### src/sv/fit_policy_block_allocator_macros.svh
// ----------------------------------------------------------------------------
// Assertion macros for the fit policy block allocator
// Concurrent checks that compile away when SYNTHESIS is defined.
// ----------------------------------------------------------------------------
`ifndef FIT_POLICY_BLOCK_ALLOCATOR_MACROS_SVH
`define FIT_POLICY_BLOCK_ALLOCATOR_MACROS_SVH
`ifndef SYNTHESIS
`define FPBA_ASSERT(lbl, prop, msg) \
	lbl: assert property (@(posedge clk) disable iff (!arst_n) (prop)) else $error(msg);
`define FPBA_ASSERT_NEXT(lbl, ante, cons, msg) \
	lbl: assert property (@(posedge clk) disable iff (!arst_n) (ante) |=> (cons)) else $error(msg);
`else
`define FPBA_ASSERT(lbl, prop, msg)
`define FPBA_ASSERT_NEXT(lbl, ante, cons, msg)
`endif
`endif

### src/sv/fpba_pkg.sv
// ----------------------------------------------------------------------------
// fpba_pkg
// Codes and the command and status bundles shared by controller and datapath.
// ----------------------------------------------------------------------------
package fpba_pkg;

	localparam logic [1:0] FIT_FIRST = 2'd0;
	localparam logic [1:0] FIT_NEXT  = 2'd1;
	localparam logic [1:0] FIT_BEST  = 2'd2;
	localparam logic [1:0] FIT_WORST = 2'd3;

	localparam logic [1:0] STS_DONE    = 2'd0;
	localparam logic [1:0] STS_NOFIT   = 2'd1;
	localparam logic [1:0] STS_IGNORED = 2'd2;

	localparam logic FUNC_ALLOC   = 1'b0;
	localparam logic FUNC_RELEASE = 1'b1;

	localparam logic [1:0] REG_POLICY = 2'd0;
	localparam logic [1:0] REG_HEAP   = 2'd1;

	typedef struct packed {
		logic       init;
		logic       load;
		logic       scan;
		logic       latch;
		logic       sw_up;
		logic       alloc_split;
		logic       alloc_write;
		logic       rd_next;
		logic       rd_prev;
		logic       cap_next;
		logic       cap_prev;
		logic       merge;
		logic       sweep;
		logic       respond;
		logic [1:0] resp_status;
	} cmd_t;

	typedef struct packed {
		logic cfg_hit;
		logic scan_done;
		logic found;
		logic is_release;
		logic split;
		logic sw_busy;
		logic out_free;
	} sts_t;

endpackage

### src/sv/fpba_dp.sv
// ----------------------------------------------------------------------------
// fpba_dp
// Block table memory, scan comparators, split and merge arithmetic, entry
// shifting, configuration and result registers.
// ----------------------------------------------------------------------------
`include "fit_policy_block_allocator_macros.svh"

module fpba_dp #(
	parameter int MAX_BLOCKS     = 64,
	parameter int HEADER_BYTES   = 16,
	parameter int HEAP_ADDR_BITS = 16
) (
	input  logic          clk,
	input  logic          arst_n,
	input  logic          cfg_valid,
	input  logic [1:0]    cfg_index,
	input  logic [16:0]   cfg_data,
	input  logic [31:0]   s_tdata,
	input  logic          s_tuser,
	input  logic          m_tready,
	output logic          m_tvalid,
	output logic [15:0]   m_tdata,
	output logic [1:0]    m_tuser,
	input  fpba_pkg::cmd_t cmd,
	output fpba_pkg::sts_t sts
);
	import fpba_pkg::*;

	localparam int AW  = HEAP_ADDR_BITS;
	localparam int EW  = 2 * AW + 1;
	localparam int CW  = ((AW > 16) ? AW : 16) + 2;
	localparam int IW  = $clog2(MAX_BLOCKS);
	localparam int CNW = $clog2(MAX_BLOCKS + 1);
	localparam int XW  = CNW + 1;
	localparam logic [CW-1:0] HB_C   = CW'(HEADER_BYTES);
	localparam logic [CW-1:0] TOP_C  = CW'(1) << AW;
	localparam logic [XW-1:0] MAXB_C = XW'(MAX_BLOCKS);

	logic [1:0]    policy_q;
	logic [16:0]   heap_q;
	logic          func_q;
	logic [15:0]   req_q;
	logic [15:0]   off_q;
	logic [CW-1:0] aligned_q;
	logic [CNW-1:0] count_q;
	logic [IW-1:0] cursor_q;
	logic          cur_v_q;

	logic [EW-1:0] mem [MAX_BLOCKS];
	logic [EW-1:0] rd_q;

	logic [CNW-1:0] scn_j_q;
	logic          scn_v_s1;
	logic [IW-1:0] scn_idx_s1;

	logic          found_q;
	logic          exact_q;
	logic          split_q;
	logic [IW-1:0] fidx_q;
	logic [AW-1:0] fstart_q;
	logic [AW-1:0] fsize_q;

	logic          nx_used_q;
	logic [AW-1:0] nx_size_q;
	logic          pv_used_q;
	logic [AW-1:0] pv_start_q;
	logic [AW-1:0] pv_size_q;

	logic          sw_run_q;
	logic          sw_up_q;
	logic [1:0]    sw_dist_q;
	logic [IW-1:0] sw_ptr_q;
	logic [IW-1:0] sw_last_q;
	logic          sw_v_s1;
	logic [IW-1:0] sw_dst_s1;

	logic          out_v_q;
	logic [1:0]    status_q;
	logic [15:0]   pay_q;

	logic          e_used;
	logic [AW-1:0] e_start;
	logic [AW-1:0] e_size;
	logic [CW-1:0] e_size_c;
	logic [CW-1:0] req_c;
	logic [CW-1:0] fsize_c;
	logic [XW-1:0] count_x;
	logic [XW-1:0] fidx_x;
	logic [XW-1:0] s_x;
	logic [XW-1:0] sum_x;
	logic [XW-1:0] scan_addr_x;
	logic [IW-1:0] scan_addr;
	logic          take;
	logic          hit_exact;
	logic          split_c;
	logic          has_next;
	logic          has_prev;
	logic          nf;
	logic          pf;
	logic [CW-1:0] kmerged_c;
	logic [CW-1:0] pmerged_c;
	logic [1:0]    drop_n;
	logic [XW-1:0] m_src_x;
	logic          m_run;
	logic [XW-1:0] c1;
	logic [XW-1:0] c2;
	logic [CW-1:0] h1;
	logic [CW-1:0] h2;
	logic [CW-1:0] h3;
	logic [AW-1:0] size0;
	logic [CW-1:0] pay_full_c;
	logic [CW-1:0] nstart_c;
	logic [CW-1:0] nsize_c;
	logic          cfg_hit;
	logic          we;
	logic [IW-1:0] wa;
	logic [EW-1:0] wd;
	logic [IW-1:0] ra;

	assign cfg_hit = cfg_valid && (cfg_index == REG_POLICY || cfg_index == REG_HEAP);

	assign e_used   = rd_q[EW-1];
	assign e_start  = rd_q[EW-2:AW];
	assign e_size   = rd_q[AW-1:0];
	assign e_size_c = CW'(e_size);
	assign req_c    = CW'(req_q);
	assign fsize_c  = CW'(fsize_q);
	assign count_x  = XW'(count_q);
	assign fidx_x   = XW'(fidx_q);

	// Next fit walks the table starting at the cursor and wraps at the count.
	always_comb begin
		s_x = '0;
		if (policy_q == FIT_NEXT && func_q == FUNC_ALLOC && cur_v_q &&
		    XW'(cursor_q) < count_x) begin
			s_x = XW'(cursor_q);
		end
		sum_x = s_x + XW'(scn_j_q);
		scan_addr_x = (sum_x >= count_x) ? sum_x - count_x : sum_x;
	end
	assign scan_addr = scan_addr_x[IW-1:0];

	always_comb begin
		take = 1'b0;
		hit_exact = 1'b0;
		if (func_q == FUNC_RELEASE) begin
			take = !found_q && (CW'(e_start) + HB_C == CW'(off_q));
		end else if (!e_used) begin
			case (policy_q)
				FIT_FIRST: take = !found_q && e_size_c >= req_c;
				FIT_NEXT:  take = !found_q && e_size_c >= req_c;
				FIT_BEST: begin
					if (!exact_q) begin
						if (e_size_c == req_c) begin
							take = 1'b1;
							hit_exact = 1'b1;
						end else if (e_size_c > req_c && (!found_q || e_size_c < fsize_c)) begin
							take = 1'b1;
						end
					end
				end
				default: take = e_size_c > req_c && (!found_q || e_size_c > fsize_c);
			endcase
		end
	end

	assign split_c  = (fsize_c >= aligned_q + HB_C) && (count_x < MAXB_C);
	assign has_next = (fidx_x + XW'(1)) < count_x;
	assign has_prev = (fidx_q != '0);
	assign nf = has_next && !nx_used_q;
	assign pf = has_prev && !pv_used_q;

	assign kmerged_c = fsize_c + (nf ? CW'(nx_size_q) + HB_C : '0);
	assign pmerged_c = CW'(pv_size_q) + kmerged_c + HB_C;
	assign drop_n    = {1'b0, nf} + {1'b0, pf};
	assign m_src_x   = (pf && !nf) ? fidx_x + XW'(1) : fidx_x + XW'(2);
	assign m_run     = (drop_n != 2'd0) && (m_src_x < count_x);

	// The cursor follows entries that move and lands on a merged block.
	always_comb begin
		c1 = XW'(cursor_q);
		if (nf) begin
			if (c1 > fidx_x + XW'(1)) c1 = c1 - XW'(1);
			else if (c1 == fidx_x + XW'(1)) c1 = fidx_x;
		end
		c2 = c1;
		if (pf) begin
			if (c1 > fidx_x) c2 = c1 - XW'(1);
			else if (c1 == fidx_x) c2 = fidx_x - XW'(1);
		end
	end

	always_comb begin
		h1 = (CW'(heap_q) > TOP_C) ? TOP_C : CW'(heap_q);
		h2 = CW'((h1 / HEADER_BYTES) * HEADER_BYTES);
		h3 = (h2 < (HB_C << 1)) ? (HB_C << 1) : h2;
	end
	assign size0 = AW'(h3 - HB_C);

	assign pay_full_c = CW'(fstart_q) + HB_C;
	assign nstart_c   = CW'(fstart_q) + HB_C + aligned_q;
	assign nsize_c    = fsize_c - aligned_q - HB_C;

	always_comb begin
		we = 1'b0;
		wa = '0;
		wd = '0;
		if (cmd.init) begin
			we = 1'b1;
			wd = {1'b0, AW'(0), size0};
		end else if (cmd.alloc_split) begin
			we = 1'b1;
			wa = IW'(fidx_x + XW'(1));
			wd = {1'b0, nstart_c[AW-1:0], nsize_c[AW-1:0]};
		end else if (cmd.alloc_write) begin
			we = 1'b1;
			wa = fidx_q;
			wd = {1'b1, fstart_q, split_q ? aligned_q[AW-1:0] : fsize_q};
		end else if (cmd.merge) begin
			we = 1'b1;
			if (pf) begin
				wa = fidx_q - IW'(1);
				wd = {1'b0, pv_start_q, pmerged_c[AW-1:0]};
			end else begin
				wa = fidx_q;
				wd = {1'b0, fstart_q, kmerged_c[AW-1:0]};
			end
		end else if (sw_v_s1) begin
			we = 1'b1;
			wa = sw_dst_s1;
			wd = rd_q;
		end
	end

	always_comb begin
		if (cmd.rd_next) ra = IW'(fidx_x + XW'(1));
		else if (cmd.rd_prev) ra = fidx_q - IW'(1);
		else if (cmd.sweep) ra = sw_ptr_q;
		else ra = scan_addr;
	end

	always_ff @(posedge clk) begin
		if (we) mem[wa] <= wd;
		rd_q <= mem[ra];
	end

	always_ff @(posedge clk or negedge arst_n) begin
		if (!arst_n) begin
			policy_q  <= FIT_FIRST;
			heap_q    <= 17'd65536;
			func_q    <= FUNC_ALLOC;
			count_q   <= CNW'(1);
			cursor_q  <= '0;
			cur_v_q   <= 1'b0;
			scn_j_q   <= '0;
			scn_v_s1  <= 1'b0;
			found_q   <= 1'b0;
			exact_q   <= 1'b0;
			split_q   <= 1'b0;
			sw_run_q  <= 1'b0;
			sw_up_q   <= 1'b0;
			sw_dist_q <= 2'd0;
			sw_ptr_q  <= '0;
			sw_last_q <= '0;
			sw_v_s1   <= 1'b0;
			out_v_q   <= 1'b0;
		end else begin
			if (cmd.init) begin
				count_q <= CNW'(1);
				cur_v_q <= 1'b0;
			end
			if (cmd.load) begin
				func_q   <= s_tuser;
				scn_j_q  <= '0;
				scn_v_s1 <= 1'b0;
				found_q  <= 1'b0;
				exact_q  <= 1'b0;
			end
			if (cmd.scan) begin
				if (XW'(scn_j_q) < count_x) begin
					scn_j_q  <= scn_j_q + CNW'(1);
					scn_v_s1 <= 1'b1;
				end else begin
					scn_v_s1 <= 1'b0;
				end
				if (scn_v_s1 && take) begin
					found_q <= 1'b1;
					if (hit_exact) exact_q <= 1'b1;
				end
			end
			if (cmd.latch) split_q <= split_c;
			if (cmd.sw_up) begin
				sw_run_q  <= has_next;
				sw_up_q   <= 1'b1;
				sw_ptr_q  <= IW'(count_x - XW'(1));
				sw_last_q <= IW'(fidx_x + XW'(1));
			end
			if (cmd.alloc_split) count_q <= count_q + CNW'(1);
			if (cmd.alloc_write && policy_q == FIT_NEXT) begin
				cursor_q <= fidx_q;
				cur_v_q  <= 1'b1;
			end
			if (cmd.merge) begin
				count_q   <= CNW'(count_x - XW'(drop_n));
				if (cur_v_q) cursor_q <= IW'(c2);
				sw_run_q  <= m_run;
				sw_up_q   <= 1'b0;
				sw_dist_q <= drop_n;
				sw_ptr_q  <= IW'(m_src_x);
				sw_last_q <= IW'(count_x - XW'(1));
			end
			if (cmd.sweep) begin
				if (sw_run_q) begin
					sw_v_s1 <= 1'b1;
					if (sw_ptr_q == sw_last_q) sw_run_q <= 1'b0;
					else if (sw_up_q) sw_ptr_q <= sw_ptr_q - IW'(1);
					else sw_ptr_q <= sw_ptr_q + IW'(1);
				end else begin
					sw_v_s1 <= 1'b0;
				end
			end
			if (cmd.respond) out_v_q <= 1'b1;
			else if (m_tready) out_v_q <= 1'b0;
			// A register write restarts the heap and drops any work in flight.
			if (cfg_hit) begin
				if (cfg_index == REG_POLICY) policy_q <= cfg_data[1:0];
				else heap_q <= cfg_data;
				sw_run_q <= 1'b0;
				sw_v_s1  <= 1'b0;
				scn_v_s1 <= 1'b0;
			end
		end
	end

	always_ff @(posedge clk) begin
		if (cmd.load) begin
			req_q     <= s_tdata[15:0];
			off_q     <= s_tdata[31:16];
			aligned_q <= CW'(((CW'(s_tdata[15:0]) + HB_C - CW'(1)) / HEADER_BYTES) *
			                 HEADER_BYTES);
		end
		if (cmd.scan) begin
			scn_idx_s1 <= scan_addr;
			if (scn_v_s1 && take) begin
				fidx_q   <= scn_idx_s1;
				fstart_q <= e_start;
				fsize_q  <= e_size;
			end
		end
		if (cmd.cap_next) begin
			nx_used_q <= e_used;
			nx_size_q <= e_size;
		end
		if (cmd.cap_prev) begin
			pv_used_q  <= e_used;
			pv_start_q <= e_start;
			pv_size_q  <= e_size;
		end
		if (cmd.sweep && sw_run_q) begin
			sw_dst_s1 <= sw_up_q ? sw_ptr_q + IW'(1) : sw_ptr_q - IW'(sw_dist_q);
		end
		if (cmd.respond) begin
			status_q <= cmd.resp_status;
			pay_q    <= (cmd.resp_status == STS_DONE && func_q == FUNC_ALLOC) ?
			            pay_full_c[15:0] : 16'd0;
		end
	end

	assign m_tvalid = out_v_q;
	assign m_tdata  = pay_q;
	assign m_tuser  = status_q;

	assign sts.cfg_hit    = cfg_hit;
	assign sts.scan_done  = (scn_j_q == count_q) && !scn_v_s1;
	assign sts.found      = found_q;
	assign sts.is_release = (func_q == FUNC_RELEASE);
	assign sts.split      = split_c;
	assign sts.sw_busy    = sw_run_q || sw_v_s1;
	assign sts.out_free   = !out_v_q || m_tready;

	`FPBA_ASSERT(a_count_range, (count_q != '0) && (XW'(count_q) <= MAXB_C), "block count out of range")
	`FPBA_ASSERT(a_resp_free, !cmd.respond || !out_v_q || m_tready, "result overwrites a pending result")
	`FPBA_ASSERT_NEXT(a_scan_count, cmd.scan, $stable(count_q), "block count moved during a scan")

endmodule

### src/sv/fpba_ctrl.sv
// ----------------------------------------------------------------------------
// fpba_ctrl
// Sequencer: init, scan, split or merge, entry shift and result handoff.
// ----------------------------------------------------------------------------
module fpba_ctrl (
	input  logic           clk,
	input  logic           arst_n,
	input  logic           s_tvalid,
	output logic           s_tready,
	input  fpba_pkg::sts_t sts,
	output fpba_pkg::cmd_t cmd
);
	import fpba_pkg::*;

	localparam logic [3:0] S_INIT   = 4'd0;
	localparam logic [3:0] S_IDLE   = 4'd1;
	localparam logic [3:0] S_SCAN   = 4'd2;
	localparam logic [3:0] S_DECIDE = 4'd3;
	localparam logic [3:0] S_SWU    = 4'd4;
	localparam logic [3:0] S_ASPL   = 4'd5;
	localparam logic [3:0] S_AWR    = 4'd6;
	localparam logic [3:0] S_RN     = 4'd7;
	localparam logic [3:0] S_RP     = 4'd8;
	localparam logic [3:0] S_RC     = 4'd9;
	localparam logic [3:0] S_RM     = 4'd10;
	localparam logic [3:0] S_SWD    = 4'd11;
	localparam logic [3:0] S_RESP   = 4'd12;

	logic [3:0] state_q;
	logic [3:0] state_d;
	logic [1:0] rs_q;
	logic [1:0] rs_d;

	always_comb begin
		cmd = '0;
		state_d = state_q;
		rs_d = rs_q;
		s_tready = 1'b0;
		case (state_q)
			S_INIT: begin
				cmd.init = 1'b1;
				state_d = S_IDLE;
			end
			S_IDLE: begin
				s_tready = 1'b1;
				if (s_tvalid) begin
					cmd.load = 1'b1;
					state_d = S_SCAN;
				end
			end
			S_SCAN: begin
				cmd.scan = 1'b1;
				if (sts.scan_done) state_d = S_DECIDE;
			end
			S_DECIDE: begin
				cmd.latch = 1'b1;
				if (!sts.found) begin
					rs_d = sts.is_release ? STS_IGNORED : STS_NOFIT;
					state_d = S_RESP;
				end else if (sts.is_release) begin
					state_d = S_RN;
				end else if (sts.split) begin
					cmd.sw_up = 1'b1;
					state_d = S_SWU;
				end else begin
					state_d = S_AWR;
				end
			end
			S_SWU: begin
				cmd.sweep = 1'b1;
				if (!sts.sw_busy) state_d = S_ASPL;
			end
			S_ASPL: begin
				cmd.alloc_split = 1'b1;
				state_d = S_AWR;
			end
			S_AWR: begin
				cmd.alloc_write = 1'b1;
				rs_d = STS_DONE;
				state_d = S_RESP;
			end
			S_RN: begin
				cmd.rd_next = 1'b1;
				state_d = S_RP;
			end
			S_RP: begin
				cmd.cap_next = 1'b1;
				cmd.rd_prev = 1'b1;
				state_d = S_RC;
			end
			S_RC: begin
				cmd.cap_prev = 1'b1;
				state_d = S_RM;
			end
			S_RM: begin
				cmd.merge = 1'b1;
				state_d = S_SWD;
			end
			S_SWD: begin
				cmd.sweep = 1'b1;
				if (!sts.sw_busy) begin
					rs_d = STS_DONE;
					state_d = S_RESP;
				end
			end
			S_RESP: begin
				cmd.resp_status = rs_q;
				if (sts.out_free) begin
					cmd.respond = 1'b1;
					state_d = S_IDLE;
				end
			end
			default: state_d = S_INIT;
		endcase
	end

	always_ff @(posedge clk or negedge arst_n) begin
		if (!arst_n) begin
			state_q <= S_INIT;
			rs_q <= STS_DONE;
		end else begin
			state_q <= sts.cfg_hit ? S_INIT : state_d;
			rs_q <= rs_d;
		end
	end

endmodule

### src/sv/fit_policy_block_allocator.sv
// An allocate scans all N table entries and, when block k, counted from zero, is
// split, first shifts the entries above it up; a release scans, reads both
// neighbours and shifts the later entries down after a merge. One request is in
// work at a time; the scan reads one table entry per cycle, as does a shift.
// After reset and after each register write the table is rebuilt.
// ----------------------------------------------------------------------------
// fit_policy_block_allocator
// Heap block allocator with first, next, best and worst fit and coalescing.
// ----------------------------------------------------------------------------
module fit_policy_block_allocator #(
	parameter int MAX_BLOCKS     = 64,
	parameter int HEADER_BYTES   = 16,
	parameter int HEAP_ADDR_BITS = 16
) (
	input  logic        clk,
	input  logic        arst_n,
	input  logic        cfg_valid,
	output logic        cfg_ready,
	input  logic [1:0]  cfg_index,
	input  logic [16:0] cfg_data,
	input  logic        s_tvalid,
	output logic        s_tready,
	input  logic [31:0] s_tdata,  // request_bytes [15:0], release_offset [31:16]
	input  logic        s_tuser,  // func
	output logic        m_tvalid,
	input  logic        m_tready,
	output logic [15:0] m_tdata,  // payload_offset [15:0]
	output logic [1:0]  m_tuser   // status [1:0]
);
	import fpba_pkg::*;

	cmd_t cmd;
	sts_t sts;

	assign cfg_ready = 1'b1;

	fpba_ctrl u_ctrl (
		.clk      (clk),
		.arst_n   (arst_n),
		.s_tvalid (s_tvalid),
		.s_tready (s_tready),
		.sts      (sts),
		.cmd      (cmd)
	);

	fpba_dp #(
		.MAX_BLOCKS     (MAX_BLOCKS),
		.HEADER_BYTES   (HEADER_BYTES),
		.HEAP_ADDR_BITS (HEAP_ADDR_BITS)
	) u_dp (
		.clk       (clk),
		.arst_n    (arst_n),
		.cfg_valid (cfg_valid),
		.cfg_index (cfg_index),
		.cfg_data  (cfg_data),
		.s_tdata   (s_tdata),
		.s_tuser   (s_tuser),
		.m_tready  (m_tready),
		.m_tvalid  (m_tvalid),
		.m_tdata   (m_tdata),
		.m_tuser   (m_tuser),
		.cmd       (cmd),
		.sts       (sts)
	);

endmodule
### config.mk
export PLATFORM = sky130hd
export DESIGN_NAME = fit_policy_block_allocator
export DESIGN_NICKNAME = d
export VERILOG_FILES = /design/src/sv/fpba_pkg.sv /design/src/sv/fpba_dp.sv /design/src/sv/fpba_ctrl.sv /design/src/sv/fit_policy_block_allocator.sv
export VERILOG_INCLUDE_DIRS = /design/src /design/src/sv
export SDC_FILE = /design/constraint.sdc
export NUM_CORES = 2
export LEC_CHECK = 0
export BUFFER_PORTS_ARGS = -buffer_cell sky130_fd_sc_hd__buf_2
export CORE_ASPECT_RATIO = 1.75
export CORE_MARGIN = 1.5
export CORE_UTILIZATION = 30
export CTS_BUF_LIST = sky130_fd_sc_hd__clkbuf_8
export DETAILED_ROUTE_END_ITERATION = 6
export PLACE_DENSITY = 0.55
export SETUP_SLACK_MARGIN = 0.05
export SLEW_MARGIN = 20
export SYNTH_ARGS = -nofsm -noshare
export SYNTH_HDL_FRONTEND = slang
export SYNTH_HIERARCHICAL = 1
export SYNTH_SLANG_ARGS = --single-unit
### constraint.sdc
create_clock -name clk -period 8.48 [get_ports clk]
set_clock_uncertainty 0.05 [all_clocks]
set_input_delay 1.696 -clock clk [delete_from_list [all_inputs] [get_ports clk]]
set_output_delay 1.696 -clock clk [all_outputs]
set_load 0.005 [all_outputs]
# Word level (Yosys, flattened, before mapping)
# Memory sizes are Yosys's and may differ from the RTL's. A register that Yosys moved wholly into a read port is not among the register bits.
# Index checks and enable logic that the tools add are counted.
op_classes:
  n_reduce_logical: 49
  addsub: 29
  mux: 122
  eq_ne: 28
  n_bitwise: 2
  n_lt_le_gt_ge: 15
op_table:
  columns: ["cell", "count"]
  rows:
  - ["two-way mux 33 bit", 5]
  - ["two-way mux 6 bit", 27]
  - ["two-way mux 1 bit", 58]
  - ["case mux 4 bit (13 select lines)", 1]
  - ["adder 16 bit", 3]
  - ["adder 16 x 5 -> 16 bit (second input constant)", 3]
  - ["two-way mux 16 bit", 3]
  - ["two-way mux 7 bit", 6]
  - ["adder 16 x 5 -> 17 bit (second input constant)", 2]
  - ["> comparator 16 bit", 2]
  - ["two-way mux 32 bit", 1]
  - ["subtractor 16 x 5 -> 16 bit (second input constant)", 2]
  - ["subtractor 6 x 1 -> 6 bit (second input constant)", 5]
  - ["two-way mux 4 bit", 7]
  - ["two-way mux 8 bit", 3]
  - ["== test 4 bit (second input constant)", 5]
  - ["adder 18 x 5 -> 18 bit (second input constant)", 1]
  - ["== test 18 x 16 -> 1 bit", 1]
  - [">= comparator 16 x 18 -> 1 bit", 1]
  - ["logical AND 1 bit", 18]
  - ["subtractor 18 x 1 -> 18 bit (second input constant)", 1]
  - ["> comparator 17 bit (second input constant)", 1]
  - ["< comparator 17 x 6 -> 1 bit (second input constant)", 1]
  - ["two-way mux 17 bit", 1]
  - ["49 further kinds", 87]
word_totals:
  in_bits: 57
  ramBits: 2112
  register_bits: 233
  n_memories: 1
memory_table:
  columns: ["name", "words", "width", "read_ports", "rd_ports_with_merged_regs", "write_ports", "line", "rtl"]
  rows:
  - ["u_dp.mem", 64, 33, 1, 1, 1, "fpba_dp.sv:49", "logic [EW-1:0] mem [MAX_BLOCKS];"]

# Longest topological paths before layout
depth:
  word_depth: 13
  mapped_depth: 34

# Modules after synthesis
# The synthesis kept the hierarchy.
by_module_without_submodules:
  columns: ["mod", "area_per_inst_um2", "cells_per_inst", "seq_area_each_um2", "n_inst"]
  rows:
  - ["fpba_dp", 99122.6, 5614, 70555.2, 1]
  - ["fpba_ctrl", 613.1, 78, 150.1, 1]
  - ["fit_policy_block_allocator", 11.3, 2, 0.0, 1]

# Worst setup path before layout
# Ideal clock, no wire load.
synth_path:
  path_type: "flip-flop to flip-flop"
  startpoint: "register u_dp.fidx_q[0]"
  endpoint: "memory u_dp/mem[0][9] (netlist bit), data pin"
  setup_slack_ns: -0.465
  t_arrival_ns: 8.174
  path_stages_with_launch: 31
  path_buffers: 2
  path_cell_list: "edfxtp_1 clkbuf_1 inv_1 ha_1 ha_1 a21boi_1 o21a_1 o21ai_1 a21oi_1 nor3_1 clkbuf_1 and2_1 ha_1 inv_1 fa_1 nor2b_1 o21ai_0 a21boi_0 o21ai_0 nor2b_1 xnor2_1 ha_1 ha_1 or3_1 o21ai_0 a21oi_1 a21oi_1 xor2_1 o21ai_0 a221oi_1 a211oi_1"
synth_via:
  elab_chain_len: 12
  elab_cells_between_ends: 14
  cone_classes: "4 x add/sub; 1 x order compare; 6 x mux; 3 x reduce/logical"
synth_rtl:
  columns: ["element", "line", "rtl"]
  rows:
  - ["start: declaration", "fpba_dp.sv:59", "logic [IW-1:0] fidx_q;"]
  - ["start signal: assignment", "fpba_dp.sv:345", "fidx_q <= scn_idx_s1;"]
  - ["adder 6 x 1 -> 7 bit", "fpba_dp.sv:168", "assign has_next = (fidx_x + XW'(1)) < count_x;"]
  - ["< comparator 7 bit", "fpba_dp.sv:168", null]
  - ["logical AND 1 bit", "fpba_dp.sv:170", "assign nf = has_next && !nx_used_q;"]
  - ["two-way mux 16 bit", "fpba_dp.sv:173", "assign kmerged_c = fsize_c + (nf ? CW'(nx_size_q) + HB_C : '0);"]
  - ["adder 16 bit", "fpba_dp.sv:173", null]
  - ["adder 16 bit", "fpba_dp.sv:174", "assign pmerged_c = CW'(pv_size_q) + kmerged_c + HB_C;"]
  - ["adder 16 x 5 -> 16 bit", "fpba_dp.sv:174", null]
  - ["two-way mux 32 bit (*)", "fpba_dp.sv:221", "if (pf) begin"]
  - ["two-way mux 33 bit (*)", "fpba_dp.sv:219", "end else if (cmd.merge) begin"]
  - ["two-way mux 33 bit (*)", "fpba_dp.sv:215", "end else if (cmd.alloc_write) begin"]
  - ["two-way mux 33 bit (*)", "fpba_dp.sv:211", "end else if (cmd.alloc_split) begin"]
  - ["two-way mux 33 bit (*)", "fpba_dp.sv:208", "if (cmd.init) begin"]
  - ["net u_dp.wd[9]", "fpba_dp.sv:117", "logic [EW-1:0] wd;"]
  - ["end: declaration", "fpba_dp.sv:49", null]
# Mark *: on every way through the listed nets, which the timed path passes. The rest lies on a longest branch.

# Final worst setup path
layout_path:
  startpoint: "register u_dp.fidx_q[0]"
  endpoint: "memory u_dp/mem[33][13] (netlist bit), data pin"
# Same word-level chain as after synthesis.

==> results by stage <==
Yosys:
- The synthesized netlist occupies a cell area of 99,700 µm².
- The post-synthesis sequential area ratio is 0.709.
- The count of different cell masters after synthesis is a little over 90.
- For this run, the number of Yosys warnings is 6.
- Counting every instance in the synthesized netlist gives roughly 5,700.
- The mean cell area of the mapped netlist is about 18 µm².
- After synthesis the netlist holds a flip-flop and latch count of approximately 2,400.
- The fraction of synthesis flops using an asynchronous set or reset pin is 0.0290.
- The predominant post-synthesis flop cell is sky130_fd_sc_hd__edfxtp_1.
- Counting flops with a built-in enable in the synthesized netlist gives 2,275.
- Counting every net in the synthesized netlist gives about 6,000.

Timing:
- The minimum setup slack in the final design is a little under 0.6 ns.
- The number of hold violations in the final report is 0.
- The number of max-slew violations in the final report is 0.
- The final setup violation count is 0.
- Subtracting the final worst setup slack from the clock period gives about 8 ns.
- For the pin with the worst max-slew slack, the measured transition is ~1.1 ns.
- In the final timing run, aggregate negative setup slack is 0 ns.
- Setup repair after global routing left no endpoint under its margin.
- The headroom to the max-slew limit is 0.293.
- Static timing analysis puts the maximum clock frequency at 127 MHz.
- The final critical-path share of the clock period is 0.931.

Place:
- The worst setup slack before clock tree synthesis is 0.769 ns.
- The total placed instance area is around 110,000 µm².
- In this run, placement finished with an instance count of just over 10,000.
- The congestion estimate from routability-driven global placement came to ~0.9.
- The estimated wirelength of the detail-placed design is approximately 200,000 µm.
- Input and output buffers added on the ports amount to 76.

Clocking:
- The count of hold-fix buffers inserted at cts is 0.
- The count of clock tree sinks is approximately 2,400.
- At the later pin of the worst-skew pair, clock insertion delay measures between 1 and 1.5 ns.
- The number of H-tree levels is 5.
- Once the clock tree was built, the setup fixing pass inserted 0 buffers.
- Post-CTS repair changed the size of 0 cells.
- The maximum buffer depth of the clock tree is 4.
- After clock tree synthesis, the clock-pin slew on the worst setup and hold paths is about 0.080 ns.
- TritonCTS built the clock tree.
- TritonCTS created 337 clock buffers.
- The CTS root buffer is sky130_fd_sc_hd__clkbuf_8.

Floorplan:
- The total area inside the core boundary comes to 330,000 µm².
- The initial cell density of the core is 0.302.
- The count of pins on the block boundary is 78.
- Row generation in the floorplan step produced 279 rows.
- The die outline area is about 340,000 µm².
- The die is about 440 µm wide.
- The floorplan step set the die height to between 700 and 800 µm.

Setup path:
- STA classifies the critical path startpoint as a flop.
- The required arrival time at the worst endpoint is around 9.2 ns.
- The cell type of the slowest stage on the worst timing path is sky130_fd_sc_hd__edfxtp_1.
- The nature of the critical path endpoint is a flop.
- In this run the worst path has a maximum fanout of 64.
- The arrival time of the worst setup path is 8.61 ns.
- The most common cell type on the critical path is sky130_fd_sc_hd__ha_1.
- The maximum cell stage delay along the critical path is 0.67 ns.
- Measured in cells, the most critical reg-to-reg path has a length of 32.
- The startpoint-to-endpoint class of the critical path is flop to flop.

Worst hold path:
- The path class of the tightest hold or removal check is flop to flop.
- The number of instances on the worst hold path is 0.

Drt:
- In this run, the number of DRC markers left after iteration 0 of detailed routing was 4,604.
- The remaining antenna violation count is 0.
- The first TritonRoute pass finished after 5 iterations.
- The total length of routed wires is slightly above 300,000 µm.
- After detailed routing, the number of vias per cell comes to a little over 5.
- The per-cell routed wire length is 28.2 µm.
- The total number of vias is roughly 56,000.
- After detailed routing, the number of remaining DRC violations is 0.

GRT:
- The most used routing layer is met2.
- The total overflow left after global routing is 0.
- Entering global routing, the biggest net connects 65 pins.
- The total routing usage reported by global routing is 0.179.
- The first-pass GRT wire length is approximately 430,000 µm.
- The via count of the first global-routing pass is between 50,000 and 60,000.
- For met2 alone, demand over resource in global routing was 0.342.
- The met3 demand-to-capacity share in global routing is 0.0211.
- The met1 usage is 0.185.
- The initial antenna violation count is 20.

Flow run:
- Max-cap violations in this run came to 0.

Layout:
- The non-filler instance count after layout is between 10,000 and 15,000.
- The post-layout instance area is 115,000 µm².
- Of the cells placed in the final design, the portion with a size suffix greater than 1 is 0.234.
- The library cells used most frequently in the layout, excluding fill and tap cells, are 2,275 x sky130_fd_sc_hd__edfxtp_1, 396 x sky130_fd_sc_hd__mux4_2, 359 x sky130_fd_sc_hd__clkbuf_8, 288 x sky130_fd_sc_hd__mux2i_1, 276 x sky130_fd_sc_hd__buf_4.
- The growth of design area from synthesis to finish is 15.6%.
- The leading cell type in the layout, fill and taps excluded is sky130_fd_sc_hd__edfxtp_1.
- In the final design database the tool counted around 6,400 nets.

Status:
- The run finished with clean final reports.
final timing paths:
path	start	end	slack [ns]
max	u_dp/fidx_q[0]$_DFFE_PP_	u_dp/mem[33][13]$_DFFE_PP_	0.58
min	u_dp/scn_idx_s1[5]$_DFFE_PP_	u_dp/fidx_q[5]$_DFFE_PP_	0.37
max reg2reg	u_dp/fidx_q[0]$_DFFE_PP_	u_dp/mem[33][13]$_DFFE_PP_	0.58
min reg2reg	u_dp/scn_idx_s1[5]$_DFFE_PP_	u_dp/fidx_q[5]$_DFFE_PP_	0.37
max in group asynchronous	arst_n	u_dp/heap_q[11]$_DFFE_PN0P_	6.77
min in group asynchronous	arst_n	u_dp/count_q[6]$_DFFE_PN0P_	0.55
flip-flops by register name (all words and copies together), names as in the netlist, 7 cells and up:
| register | cells |
|---|---|
| u_dp/pv_start_q | 16 |
| u_dp/aligned_q | 13 |
| u_dp/mem | 2112 |
| u_dp/heap_q | 17 |
| u_dp/pv_size_q | 16 |
| u_dp/nx_size_q | 16 |
| u_dp/fstart_q | 16 |
| u_dp/m_tdata | 16 |
| u_dp/rd_q | 33 |
| u_dp/fsize_q | 16 |
| u_dp/count_q | 7 |
| u_dp/req_q | 16 |
| u_dp/off_q | 16 |
| u_dp/scn_j_q | 7 |
through the flow:
| stage | util | hold slack [ns] |
|---|---|---|
| 6_report | 0.349 | 0.372 |
| 3_5_place_dp | 0.329 | 0.357 |
| 2_1_floorplan | - | 0.350 |
| 4_1_cts | 0.349 | 0.364 |
| 3_3_place_gp | 0.329 | 0.353 |
| 5_1_grt | 0.349 | 0.376 |
routing by layer:
layer / up-vias / part of all wire
met3: 604 / 0.045
met1: 29664 / 0.34
met4: 0 / 0.065
met5: - / 0
met2: 1816 / 0.55
li1: 23963 / -
area by class of cell:
type	count	area, µm²
Clock inverter	246	1480
Inverter	151	567
Tap cell	4355	5450
Antenna cell	48	120
Fill cell	31526	215000
Clock buffer	359	4940
Multi-Input combinational cell	2874	28100
Timing Repair Buffer	424	3920
Sequential cell	2377	70700
critical path: cells and delay by family, from the launching register on:
| kind | cells | cell delay [ns] |
|---|---|---|
| adder cells (fa/ha/maj) | 6 | 1.74 |
| AO/OA/AOI/OAI | 14 | 3.02 |
| buffers and inverters | 4 | 0.83 |
| XOR/XNOR | 2 | 0.27 |
| flip-flops | 1 | 0.67 |
| AND/OR/NAND/NOR | 6 | 0.96 |
cell families (layout without fill, tap and decap cells):
family / count (synthesis) / in the layout / share of synthesized area
xor gates and xnor gates: 157 / 157 / 0.0138
DFF: 2377 / 2377 / 0.709
other: 1 / 49 / 0.0000376
buffers and inverters: 443 / 1180 / 0.0193
and+or+nand+nor: 789 / 789 / 0.0388
adders and majority gates: 206 / 206 / 0.0264
AOI/OAI and AO/OA: 939 / 939 / 0.0634
muxes: 782 / 782 / 0.129
Yosys cell counts (9+ instances only):
master | n | area share
sky130_fd_sc_hd__edfxtp_1 | 2275 | 0.68
sky130_fd_sc_hd__mux4_2 | 396 | 0.089
sky130_fd_sc_hd__mux2i_1 | 288 | 0.029
sky130_fd_sc_hd__a22oi_1 | 238 | 0.018
sky130_fd_sc_hd__nor2_1 | 229 | 0.0086
sky130_fd_sc_hd__a21oi_1 | 211 | 0.011
sky130_fd_sc_hd__nand2_1 | 202 | 0.0076
sky130_fd_sc_hd__ha_1 | 199 | 0.025
sky130_fd_sc_hd__clkbuf_1 | 160 | 0.0060
sky130_fd_sc_hd__inv_1 | 150 | 0.0056
sky130_fd_sc_hd__xnor2_1 | 113 | 0.0099
sky130_fd_sc_hd__o21ai_0 | 108 | 0.0054
sky130_fd_sc_hd__mux2_2 | 97 | 0.011
sky130_fd_sc_hd__o211ai_1 | 80 | 0.0060
sky130_fd_sc_hd__buf_2 | 76 | 0.0038
sky130_fd_sc_hd__dfrtp_1 | 67 | 0.017
sky130_fd_sc_hd__nand3_1 | 57 | 0.0029
sky130_fd_sc_hd__nor3_1 | 49 | 0.0025
sky130_fd_sc_hd__a31oi_1 | 48 | 0.0030
sky130_fd_sc_hd__xor2_1 | 44 | 0.0039
sky130_fd_sc_hd__a211oi_1 | 41 | 0.0031
sky130_fd_sc_hd__or4_1 | 40 | 0.0030
sky130_fd_sc_hd__o21a_1 | 38 | 0.0029
sky130_fd_sc_hd__dfxtp_1 | 33 | 0.0066
sky130_fd_sc_hd__nor2b_1 | 33 | 0.0021
sky130_fd_sc_hd__and3_1 | 31 | 0.0019
sky130_fd_sc_hd__buf_4 | 31 | 0.0023
sky130_fd_sc_hd__nand2b_1 | 30 | 0.0019
sky130_fd_sc_hd__a221oi_1 | 27 | 0.0024
sky130_fd_sc_hd__nand4_1 | 27 | 0.0017
sky130_fd_sc_hd__a21o_1 | 26 | 0.0020
sky130_fd_sc_hd__and2_1 | 22 | 0.0014
sky130_fd_sc_hd__or3_1 | 20 | 0.0013
sky130_fd_sc_hd__buf_1 | 18 | 0.00068
sky130_fd_sc_hd__o22ai_1 | 13 | 0.00082
sky130_fd_sc_hd__a21boi_0 | 12 | 0.00090
sky130_fd_sc_hd__o31ai_1 | 11 | 0.00083
sky130_fd_sc_hd__o21ai_1 | 10 | 0.00050
sky130_fd_sc_hd__or2_2 | 9 | 0.00056
Power is not shown: default switching activity piles up to over one toggle a cycle in this logic, so the estimate is an artifact.
